==> config.mk <==
export PLATFORM = sky130hd
export DESIGN_NAME = cartesian_polar_converter
export DESIGN_NICKNAME = d
export VERILOG_FILES = /design/src/cpc_pkg.sv /design/src/cpc_ctrl.sv /design/src/cpc_datapath.sv /design/src/cartesian_polar_converter.sv
export SDC_FILE = /design/constraint.sdc
export NUM_CORES = 2
export LEC_CHECK = 0
export BUFFER_PORTS_ARGS = -buffer_cell sky130_fd_sc_hd__buf_2
export CORE_MARGIN = 2
export CORE_UTILIZATION = 35
export CTS_BUF_LIST = sky130_fd_sc_hd__clkbuf_16
export CTS_CLUSTER_DIAMETER = 200
export DETAILED_ROUTE_END_ITERATION = 10
export SLEW_MARGIN = 25
export SYNTH_ARGS = -nofsm -noshare
export SYNTH_HDL_FRONTEND = slang
export SYNTH_HIERARCHICAL = 1
export SYNTH_SLANG_ARGS = --single-unit
==> constraint.sdc <==
create_clock -name clock -period 13.85 [get_ports clock]
set_input_delay 0.6925 -clock clock [delete_from_list [all_inputs] [get_ports clock]]
set_output_delay 0.6925 -clock clock [all_outputs]
set_load 0.05 [all_outputs]
==> src/cpc_pkg.sv <==
package cpc_pkg;

   localparam int OPND_W       = 32;
   localparam int PROD_W       = 63;
   localparam int ZW           = 34;
   localparam int RW           = 50;
   localparam int MW           = RW + 1;
   localparam int REDUCE_STEPS = 13;
   localparam int REDUCE_PRE_SH = 30 - REDUCE_STEPS;
   localparam int ANGLE_SH     = 14;
   localparam int WRAP_SH      = 16;

   localparam logic signed [ZW-1:0]     HALF_PI_Q30 = 34'sd1686629713;
   localparam logic [RW-1:0]            PI_Q46      = 50'h0C90FDAA22168;
   localparam logic [RW-1:0]            TWO_PI_Q46  = 50'h1921FB54442D1;
   localparam logic signed [OPND_W-1:0] PI_Q16      = 32'sd205887;
   localparam logic signed [OPND_W-1:0] Q16_MAX     = 32'sh7FFF_FFFF;
   localparam logic signed [OPND_W-1:0] Q16_MIN     = 32'sh8000_0000;

   localparam logic MODE_TO_POLAR     = 1'b0;
   localparam logic MODE_TO_CARTESIAN = 1'b1;
   localparam logic OP_STORE          = 1'b0;
   localparam logic OP_EVAL           = 1'b1;

   typedef enum logic [3:0] {
      ST_IDLE,
      ST_MUL_X,
      ST_MUL_Y,
      ST_LOAD_Y,
      ST_REDUCE,
      ST_WRAP,
      ST_PREROT,
      ST_ROTATE,
      ST_PACK
   } cpc_state_type;

   typedef struct packed {
      logic load_first;
      logic mul_first;
      logic mul_second;
      logic load_y;
      logic reduce_step;
      logic wrap;
      logic prerotate;
      logic rotate;
      logic pack;
   } cpc_cmd_type;

   typedef struct packed {
      logic reduce_last;
      logic rotate_last;
      logic out_free;
   } cpc_status_type;

   function automatic logic [63:0] gain_sum(input int iterations);
      logic [63:0] p;
      p = 64'd1 << 30;
      for (int i = 0; i < 16; i++) begin
         if (i < iterations) begin
            p = p + (p >> (2 * i));
         end
      end
      return p;
   endfunction

   function automatic logic [63:0] isqrt(input logic [63:0] n);
      logic [63:0] rem_v;
      logic [63:0] res;
      logic [63:0] bit_v;
      rem_v = n;
      res   = '0;
      bit_v = 64'd1 << 62;
      for (int k = 0; k < 32; k++) begin
         if (rem_v >= res + bit_v) begin
            rem_v = rem_v - (res + bit_v);
            res   = (res >> 1) + bit_v;
         end else begin
            res = res >> 1;
         end
         bit_v = bit_v >> 2;
      end
      return res;
   endfunction

   function automatic logic signed [ZW-1:0] atan_q30(input logic [4:0] i);
      logic signed [ZW-1:0] a;
      unique case (i)
         5'd0: begin
            a = 34'sd843314856;
         end
         5'd1: begin
            a = 34'sd497837829;
         end
         5'd2: begin
            a = 34'sd263043836;
         end
         5'd3: begin
            a = 34'sd133525158;
         end
         5'd4: begin
            a = 34'sd67021686;
         end
         5'd5: begin
            a = 34'sd33543515;
         end
         5'd6: begin
            a = 34'sd16775850;
         end
         5'd7: begin
            a = 34'sd8388437;
         end
         5'd8: begin
            a = 34'sd4194282;
         end
         5'd9: begin
            a = 34'sd2097149;
         end
         5'd31: begin
            a = '0;
         end
         default: begin
            a = (34'sd1 <<< (5'd30 - i)) - 34'sd1;
         end
      endcase
      return a;
   endfunction

endpackage

==> src/cpc_ctrl.sv <==
module cpc_ctrl (
   input  logic                    clock,
   input  logic                    reset,
   input  logic                    req_valid,
   input  logic                    req_op,
   input  logic                    conversion_mode,
   input  cpc_pkg::cpc_status_type status,
   output logic                    req_stall,
   output cpc_pkg::cpc_cmd_type    cmd
);
   import cpc_pkg::*;

   cpc_state_type state_ff;
   cpc_state_type state_in;

   always_ff @(posedge clock) begin
      if (reset) begin
         state_ff <= ST_IDLE;
      end else begin
         state_ff <= state_in;
      end
   end

   always_comb begin
      state_in = state_ff;
      cmd      = '0;
      unique case (state_ff)
         ST_IDLE: begin
            if (req_valid && (req_op == OP_EVAL)) begin
               cmd.load_first = 1'b1;
               state_in       = ST_MUL_X;
            end
         end
         ST_MUL_X: begin
            cmd.mul_first = 1'b1;
            state_in      = ST_MUL_Y;
         end
         ST_MUL_Y: begin
            cmd.mul_second = 1'b1;
            if (conversion_mode == MODE_TO_POLAR) begin
               state_in = ST_LOAD_Y;
            end else begin
               state_in = ST_REDUCE;
            end
         end
         ST_LOAD_Y: begin
            cmd.load_y = 1'b1;
            state_in   = ST_PREROT;
         end
         ST_REDUCE: begin
            cmd.reduce_step = 1'b1;
            if (status.reduce_last) begin
               state_in = ST_WRAP;
            end
         end
         ST_WRAP: begin
            cmd.wrap = 1'b1;
            state_in = ST_PREROT;
         end
         ST_PREROT: begin
            cmd.prerotate = 1'b1;
            state_in      = ST_ROTATE;
         end
         ST_ROTATE: begin
            cmd.rotate = 1'b1;
            if (status.rotate_last) begin
               state_in = ST_PACK;
            end
         end
         ST_PACK: begin
            if (status.out_free) begin
               cmd.pack = 1'b1;
               state_in = ST_IDLE;
            end
         end
         default: begin
            state_in = ST_IDLE;
         end
      endcase
   end

   assign req_stall = (state_ff != ST_IDLE);

endmodule

==> src/cpc_datapath.sv <==
module cpc_datapath #(
   parameter int DATA_WIDTH = 32,
   parameter int ITERATIONS = 16
) (
   input  logic                                  clock,
   input  logic                                  reset,
   input  logic                                  conversion_mode,
   input  logic signed [cpc_pkg::OPND_W-1:0]     first_operand,
   input  logic signed [cpc_pkg::OPND_W-1:0]     second_operand,
   input  cpc_pkg::cpc_cmd_type                  cmd,
   output cpc_pkg::cpc_status_type               status,
   input  logic                                  rsp_stall,
   output logic                                  rsp_valid,
   output logic signed [cpc_pkg::OPND_W-1:0]     rsp_first_result,
   output logic signed [cpc_pkg::OPND_W-1:0]     rsp_second_result
);
   import cpc_pkg::*;

   localparam int VW       = DATA_WIDTH + 2;
   localparam int SCALE_SH = 62 - DATA_WIDTH;
   localparam int IW       = $clog2(ITERATIONS);
   localparam int CW       = (IW > 4) ? IW : 4;
   localparam int SHR      = (DATA_WIDTH > 32) ? DATA_WIDTH - 32 : 0;
   localparam int SHL      = (DATA_WIDTH < 32) ? 32 - DATA_WIDTH : 0;
   localparam int QW       = VW + 1 + SHL;

   localparam logic [63:0] GAIN_SUM  = gain_sum(ITERATIONS);
   localparam logic [63:0] GAIN_ROOT = isqrt(GAIN_SUM << 30);
   localparam logic [63:0] GAIN_FULL = (64'd1 << 60) / GAIN_ROOT;
   localparam logic [29:0] GAIN_K    = GAIN_FULL[29:0];

   localparam logic signed [PROD_W-1:0] SCALE_RND = PROD_W'(1) <<< (SCALE_SH - 1);
   localparam logic signed [QW-1:0]     Q16_RND   = QW'((2 ** SHR) / 2);
   localparam logic signed [ZW:0]       ANG_RND   = (ZW + 1)'(1) <<< (ANGLE_SH - 1);

   logic signed [OPND_W-1:0] first_ff, first_in;
   logic                     zero_ff, zero_in;
   logic signed [PROD_W-1:0] prod_ff, prod_in;
   logic signed [VW-1:0]     x_ff, x_in;
   logic signed [VW-1:0]     y_ff, y_in;
   logic signed [ZW-1:0]     z_ff, z_in;
   logic [RW-1:0]            rem_ff, rem_in;
   logic                     neg_ff, neg_in;
   logic [CW-1:0]            cnt_ff, cnt_in;
   logic                     rsp_valid_ff, rsp_valid_in;
   logic signed [OPND_W-1:0] rsp_first_ff, rsp_first_in;
   logic signed [OPND_W-1:0] rsp_second_ff, rsp_second_in;

   logic signed [OPND_W-1:0] mul_a;
   logic signed [30:0]       mul_k;
   logic signed [PROD_W-1:0] prod_round;
   logic [OPND_W:0]          opnd_mag;
   logic [RW-1:0]            rem_dbl;
   logic [RW-1:0]            mod_pos;
   logic signed [MW-1:0]     mod_s;
   logic signed [MW-1:0]     mod_wrap;
   logic [IW-1:0]            idx;
   logic signed [VW-1:0]     sx, sy;
   logic signed [ZW-1:0]     atan_v;
   logic                     rot_pos;
   logic signed [ZW:0]       ang_w;
   logic signed [OPND_W-1:0] ang_q16;

   function automatic logic signed [OPND_W-1:0] to_q16(input logic signed [VW-1:0] v);
      logic signed [QW-1:0] w;
      w = ((QW'(v) + Q16_RND) >>> SHR) <<< SHL;
      if (w > QW'(Q16_MAX)) begin
         return Q16_MAX;
      end else if (w < QW'(Q16_MIN)) begin
         return Q16_MIN;
      end else begin
         return w[OPND_W-1:0];
      end
   endfunction

   assign mul_a      = cmd.mul_first ? first_ff : second_operand;
   assign mul_k      = $signed({1'b0, GAIN_K});
   assign prod_round = (prod_ff + SCALE_RND) >>> SCALE_SH;
   assign opnd_mag   = second_operand[OPND_W-1] ? ((OPND_W + 1)'(0) - {1'b1, second_operand})
                                                : {1'b0, second_operand};
   assign rem_dbl    = rem_ff << 1;
   assign mod_pos    = (neg_ff && (rem_ff != '0)) ? (TWO_PI_Q46 - rem_ff) : rem_ff;
   assign mod_s      = $signed({1'b0, mod_pos});
   assign mod_wrap   = (mod_pos >= PI_Q46) ? (mod_s - $signed({1'b0, TWO_PI_Q46})) : mod_s;
   assign idx        = cnt_ff[IW-1:0];
   assign sx         = x_ff >>> idx;
   assign sy         = y_ff >>> idx;
   assign atan_v     = atan_q30(5'(idx));
   assign rot_pos    = (conversion_mode == MODE_TO_POLAR) ? (y_ff > 0) : (z_ff < 0);
   assign ang_w      = ((ZW + 1)'(z_ff) + ANG_RND) >>> ANGLE_SH;

   always_comb begin
      if (ang_w > (ZW + 1)'(PI_Q16)) begin
         ang_q16 = PI_Q16;
      end else if (ang_w < -((ZW + 1)'(PI_Q16))) begin
         ang_q16 = -PI_Q16;
      end else begin
         ang_q16 = ang_w[OPND_W-1:0];
      end
   end

   always_comb begin
      first_in      = first_ff;
      zero_in       = zero_ff;
      prod_in       = prod_ff;
      x_in          = x_ff;
      y_in          = y_ff;
      z_in          = z_ff;
      rem_in        = rem_ff;
      neg_in        = neg_ff;
      cnt_in        = cnt_ff;
      rsp_first_in  = rsp_first_ff;
      rsp_second_in = rsp_second_ff;
      rsp_valid_in  = rsp_valid_ff && rsp_stall;

      if (cmd.load_first) begin
         first_in = first_operand;
         zero_in  = (first_operand == '0) && (second_operand == '0);
      end

      if (cmd.mul_first || cmd.mul_second) begin
         prod_in = mul_a * mul_k;
      end

      if (cmd.mul_second) begin
         x_in   = prod_round[VW-1:0];
         rem_in = RW'(opnd_mag) << REDUCE_PRE_SH;
         neg_in = second_operand[OPND_W-1];
         cnt_in = '0;
      end

      if (cmd.load_y) begin
         y_in = prod_round[VW-1:0];
         z_in = '0;
      end

      if (cmd.reduce_step) begin
         rem_in = (rem_dbl >= TWO_PI_Q46) ? (rem_dbl - TWO_PI_Q46) : rem_dbl;
         cnt_in = cnt_ff + CW'(1);
      end

      if (cmd.wrap) begin
         z_in = ZW'(mod_wrap >>> WRAP_SH);
         y_in = '0;
      end

      if (cmd.prerotate) begin
         cnt_in = '0;
         if (conversion_mode == MODE_TO_POLAR) begin
            if (x_ff < 0) begin
               if (y_ff >= 0) begin
                  x_in = y_ff;
                  y_in = -x_ff;
                  z_in = HALF_PI_Q30;
               end else begin
                  x_in = -y_ff;
                  y_in = x_ff;
                  z_in = -HALF_PI_Q30;
               end
            end
         end else begin
            if (z_ff > HALF_PI_Q30) begin
               y_in = x_ff;
               x_in = '0;
               z_in = z_ff - HALF_PI_Q30;
            end else if (z_ff < -HALF_PI_Q30) begin
               y_in = -x_ff;
               x_in = '0;
               z_in = z_ff + HALF_PI_Q30;
            end
         end
      end

      if (cmd.rotate) begin
         cnt_in = cnt_ff + CW'(1);
         if (rot_pos) begin
            x_in = x_ff + sy;
            y_in = y_ff - sx;
            z_in = z_ff + atan_v;
         end else begin
            x_in = x_ff - sy;
            y_in = y_ff + sx;
            z_in = z_ff - atan_v;
         end
      end

      if (cmd.pack) begin
         rsp_valid_in = 1'b1;
         if (conversion_mode == MODE_TO_POLAR) begin
            rsp_first_in  = zero_ff ? '0 : to_q16(x_ff);
            rsp_second_in = zero_ff ? '0 : ang_q16;
         end else begin
            rsp_first_in  = to_q16(x_ff);
            rsp_second_in = to_q16(y_ff);
         end
      end
   end

   always_ff @(posedge clock) begin
      if (reset) begin
         cnt_ff       <= '0;
         rsp_valid_ff <= 1'b0;
      end else begin
         cnt_ff       <= cnt_in;
         rsp_valid_ff <= rsp_valid_in;
      end
   end

   always_ff @(posedge clock) begin
      first_ff      <= first_in;
      zero_ff       <= zero_in;
      prod_ff       <= prod_in;
      x_ff          <= x_in;
      y_ff          <= y_in;
      z_ff          <= z_in;
      rem_ff        <= rem_in;
      neg_ff        <= neg_in;
      rsp_first_ff  <= rsp_first_in;
      rsp_second_ff <= rsp_second_in;
   end

   assign status.reduce_last = (cnt_ff == CW'(REDUCE_STEPS - 1));
   assign status.rotate_last = (cnt_ff == CW'(ITERATIONS - 1));
   assign status.out_free    = !rsp_valid_ff || !rsp_stall;

   assign rsp_valid         = rsp_valid_ff;
   assign rsp_first_result  = rsp_first_ff;
   assign rsp_second_result = rsp_second_ff;

endmodule

==> src/cartesian_polar_converter.sv <==
// Iterative CORDIC converter on signed Q16.16 values. csr_wr_data selects the
// mode: 0 converts cartesian to polar (magnitude and atan2 angle in -pi..pi),
// 1 converts polar to cartesian (amplitude times cosine and sine, the angle
// first reduced modulo 2*pi). A request transaction with req_op = 0 stores
// req_value as the second operand (y, or the angle) and gives no response;
// with req_op = 1 it brings the first operand (x, or the amplitude) and
// yields one response transaction. Results that overflow saturate. The
// shared CORDIC stage runs one micro-rotation per cycle; in polar to
// cartesian mode a shift-and-subtract unit reduces the angle first. Store
// transactions leave the block idle. The request side stalls while an
// evaluation runs; a finished response waits in an output register while
// the next request is taken. Write the mode only while the block is idle.
module cartesian_polar_converter #(
   parameter int DATA_WIDTH = 32,
   parameter int ITERATIONS = 16
) (
   input  logic               clock,
   input  logic               reset,
   input  logic               csr_wr_en,
   input  logic               csr_wr_data,
   input  logic               req_valid,
   output logic               req_stall,
   input  logic               req_op,
   input  logic signed [31:0] req_value,
   output logic               rsp_valid,
   input  logic               rsp_stall,
   output logic signed [31:0] rsp_first_result,
   output logic signed [31:0] rsp_second_result
);
   import cpc_pkg::*;

   logic                     mode_ff;
   logic signed [OPND_W-1:0] second_ff;
   logic                     req_accept;
   cpc_cmd_type              cmd;
   cpc_status_type           status;

   assign req_accept = req_valid && !req_stall;

   always_ff @(posedge clock) begin
      if (reset) begin
         mode_ff   <= MODE_TO_POLAR;
         second_ff <= '0;
      end else begin
         if (csr_wr_en) begin
            mode_ff <= csr_wr_data;
         end
         if (req_accept && (req_op == OP_STORE)) begin
            second_ff <= req_value;
         end
      end
   end

   cpc_ctrl u_ctrl (
      .clock           (clock),
      .reset           (reset),
      .req_valid       (req_valid),
      .req_op          (req_op),
      .conversion_mode (mode_ff),
      .status          (status),
      .req_stall       (req_stall),
      .cmd             (cmd)
   );

   cpc_datapath #(
      .DATA_WIDTH (DATA_WIDTH),
      .ITERATIONS (ITERATIONS)
   ) u_datapath (
      .clock             (clock),
      .reset             (reset),
      .conversion_mode   (mode_ff),
      .first_operand     (req_value),
      .second_operand    (second_ff),
      .cmd               (cmd),
      .status            (status),
      .rsp_stall         (rsp_stall),
      .rsp_valid         (rsp_valid),
      .rsp_first_result  (rsp_first_result),
      .rsp_second_result (rsp_second_result)
   );

endmodule
==> flow_results.org <==
** STA
- Count of final hold-check violations :: 0
- For the pin with the worst max-slew slack, the measured transition is 1103 ps.
- Setup slack closes at 3533 ps.
- Achievable frequency :: 0.09693 GHz
- Count of final max-slew check failures :: 0
- Worst slew slack as a fraction of its limit :: 26.45%
- Clock skew on the completed layout was measured at 61.79 ps.
- Setup repair after global routing left no endpoint under its margin.
- Setup violations remaining at the end of the flow were counted as 0.
- Adding up every negative setup slack in the final design gives 0 ps.
- After layout, the minimum clock period comes to 10320 ps.
- In the finished design, the share of the clock period the worst path needs comes to 74.49%.

** Yosys
- Adder-cell share of the synthesized area :: 28.39%
- Synthesis produced a netlist whose cell count is 6384.
- The synthesized netlist devotes 14.91% of its cell area to simple gates.
- Total of flip-flops plus latches after synthesis :: 326
- The synthesized netlist devotes 18.87% of its cell area to compound gates.
- Post-Synth XOR/XNOR Area :: 8.029%
- Proportion of netlist area held by the largest area contributor :: 18.70%
- The mapped netlist covers 53320 µm².
- Of the post-synthesis cell area, the part taken by muxes is 5.380%.
- Number of warnings printed during yosys synthesis :: 6
- Top FF cell, synth :: edfxtp_1
- Summing the sequential cell areas from Yosys gives 15.66% of the chip area.
- After synthesis, the largest family of logic cells by area is adder cells.
- Largest cells by area after synthesis :: fa_1 (19%), edfxtp_1 (10%), ha_1 (9.7%)
- Library cell occupying the most area in the post-synthesis netlist :: fa_1
- The synthesized design contains 182 enable-type register cells.
- Ys async rst share :: 0%
- The number of different library cells used by synthesis comes to 108.
- Each instance of the synthesized netlist takes up on average 8.353 µm².

** Status
- The run finished with clean final reports.

** Placed design
- In this run the tool buffered the top-level ports with 104 buffer cells.
- Post-Place Setup Slack :: 3620 ps
- The HPWL after detailed placement is 155000 µm.
- Final GP Congestion :: 0.9820
- DP Cell Count :: 8192

** Route
- Across all layers, the routed design uses 47.04k vias.
- Drt total wl :: 195500 µm
- The detailed router finished its first iteration with 4622 violations.
- The count of nets left with antenna violations once routing finished came out at 0.
- After detailed routing, the number of remaining DRC violations is 0.
- After detailed routing, the average wire length per cell comes to 23.63 µm.
- The pre-antenna-repair detailed-routing pass consisted of 7 iterations.
- Post-detailed-route via-to-cell ratio :: 5.685

** Floorplanning
- I/O pins :: 105
- Row cnt :: 143
- In this run the horizontal extent of the chip is 394.3 µm.
- Starting density of the core :: 35.19%
- Die area :: 155500 µm²
- The die is 394.3 µm tall.
- Core Footprint :: 151500 µm²

** Clocking
- H-tree Lvls :: 2
- The clock net in this run drives a total of 326 sinks.
- CTS tree :: done
- Worst-path clk slew :: 60 ps
- Number of buffers created by CTS :: 45
- Cell at the root of the clock tree :: clkbuf_16
- For this design, the CTS-stage hold fixing added 0 buffers.
- Post-CTS setup buffer count :: 0
- Post-cts sizing count :: 0
- Buffer levels on the longest clock path :: 3
- For the worst-skew pair, the clock arrives at the later sink with an insertion delay of 650 ps.

** Setup path
- Critical Setup Path Class :: reg -> reg
- On the critical path, the stage with the largest delay is an instance of fa_1.
- Sort of element at the end of the critical path :: flip-flop
- STA classifies the critical path startpoint as a flip-flop.
- Top fanout value on the critical path :: 35
- On the worst path, the slowest cell contributes a delay of 600 ps.
- Cell type with the highest occurrence count on the critical path :: fa_1
- Data on the critical path arrives at its endpoint at 10660 ps.
- Data on the critical path is required at its endpoint by 14190 ps.

** Layout
- Fraction of layout cells with a size suffix above 1 :: 7.351%
- Count of non-filler cells in the finished layout :: 8274
- Number of antenna repair diodes :: 0
- After the last flow step, the layout net total stands at 7159.
- Fill cells :: 15.55k
- From synthesis to final layout, the design area changed by 6.676%.

** Global route
- For this run the aggregate overflow at the end of global routing stands at 0.
- Number of global-route vias before repair :: 46.12k
- Maximum number of pins on one net before global-route repair :: 101
- The initial antenna violation count was 2.
- The first global-routing pass estimated 295000 µm of wire.
- Overall track demand over capacity in global routing :: 24.61%

** Run
- Number of max-capacitance violations reported :: 0

** Min path
- Type of the worst min-delay path :: in -> reg
## logic make-up (layout without fill, tap and decap cells)
kind of cell | after synthesis | in the layout
muxes | 197 | 197
AOI/OAI and AO/OA | 1587 | 1587
adders and majority gates | 911 | 911
and+or+nand+nor | 1665 | 1665
buffers and inverters | 1209 | 1068
xor gates and xnor gates | 488 | 488
other | 1 | 2
DFF | 326 | 326
## cell usage in the layout, fill, tap and decap left out, types with 50 or more instances in the layout
master | synthesis | layout
edfxtp_1 | 182 | 182
a211oi_1 | 62 | 62
nor2b_1 | 54 | 53
buf_4 | 4 | 65
a21o_1 | 63 | 63
nor3_1 | 124 | 120
dfxtp_1 | 144 | 137
mux2i_1 | 83 | 82
nand2_1 | 465 | 465
xnor2_1 | 336 | 336
nor2_1 | 485 | 478
o21ai_0 | 369 | 367
o21a_1 | 51 | 50
a221oi_1 | 61 | 61
inv_1 | 813 | 817
buf_2 | 28 | 104
nand2b_1 | 115 | 115
fa_1 | 498 | 498
ha_1 | 413 | 413
mux4_2 | 67 | 67
xor2_1 | 151 | 151
a21oi_1 | 516 | 515
nand3_1 | 109 | 109
## layout make-up
| type | instances | area [µm²] | area share [%] |
|---|---|---|---|
| Clock buffer | 45 | 1126 | 1.980 |
| Inverter | 816 | 3063 | 5.385 |
| Timing Repair Buffer | 170 | 1020 | 1.793 |
| Multi-Input combinational cell | 4850 | 40430 | 71.08 |
| Clock inverter | 37 | 342.8 | 0.6027 |
| Tap cell | 2030 | 2540 | 4.465 |
| Sequential cell | 326 | 8362 | 14.70 |
## routing by layer
layer,part of all wire (%),vias to the layer above,GRT usage [%]
met3,7.6,356,3.844
met4,3.8,2,8.559
met5,0.0066,-,0
met1,42,23010,32.87
li1,-,21700,-
met2,46,1966,40.33
## sequential cells by signal (all words and copies together) (netlist names)
name                          cells
u_datapath/rsp_second_result     32
u_ctrl/state_ff                   4
u_datapath/z_ff                  34
u_datapath/first_ff              32
u_datapath/rsp_first_result      32
u_datapath/rsp_valid              1
mode_ff                           1
u_datapath/rem_ff                50
u_datapath/neg_ff                 1
u_datapath/zero_ff                1
u_datapath/prod_ff               34
u_datapath/y_ff                  34
second_ff                        32
u_datapath/x_ff                  34
u_datapath/cnt_ff                 4
## worst max-delay path: cells and delay by family, from the launching register on
family          cells  cell delay [ps]
compound gates     11             3000
xor+xnor            1              140
fa+ha+maj           9             4330
buf+inv             7              930
flops               1              510
mux                 1              480
simple gates        4              540
## cell usage after synthesis (54+ instances only)
cell / count
nand3_1: 109
xor2_1: 151
a21oi_1: 516
inv_1: 813
xnor2_1: 336
dfxtp_1: 144
clkbuf_1: 311
a21o_1: 63
a211oi_1: 62
nand2_1: 465
nor2b_1: 54
mux2i_1: 83
ha_1: 413
fa_1: 498
nand2b_1: 115
o21ai_0: 369
mux4_2: 67
edfxtp_1: 182
nor3_1: 124
a221oi_1: 61
nor2_1: 485
## through the flow
| stage | instance area (µm²) | util [%] | hold slack (ps) |
|---|---|---|---|
| finish | 56880 | 37.54 | 259.9 |
| global route | 56880 | 37.54 | 227.4 |
| CTS | 56880 | 37.53 | 214.6 |
| detailed placement | 55410 | 36.56 | 496.0 |
| global placement | 55410 | 36.56 | 486.7 |
| floorplan | 53330 | - | 429.3 |
## worst paths after layout
kind	startpoint	endpoint	slack (ps)	cells after the start
max	u_ctrl/state_ff[0]$_SDFFE_PP0P_	u_datapath/prod_ff[62]$_DFFE_PP_	3530	33
min	req_value[12]	u_datapath/first_ff[12]$_DFFE_PP_	260	1
max reg2reg	u_ctrl/state_ff[0]$_SDFFE_PP0P_	u_datapath/prod_ff[62]$_DFFE_PP_	3530	33
min reg2reg	second_ff[1]$_SDFFE_PP0P_	second_ff[1]$_SDFFE_PP0P_	500	2
Power is left out: the tool's default activity adds up to more than one toggle a clock period on the data nets, which glitch-free logic cannot reach.
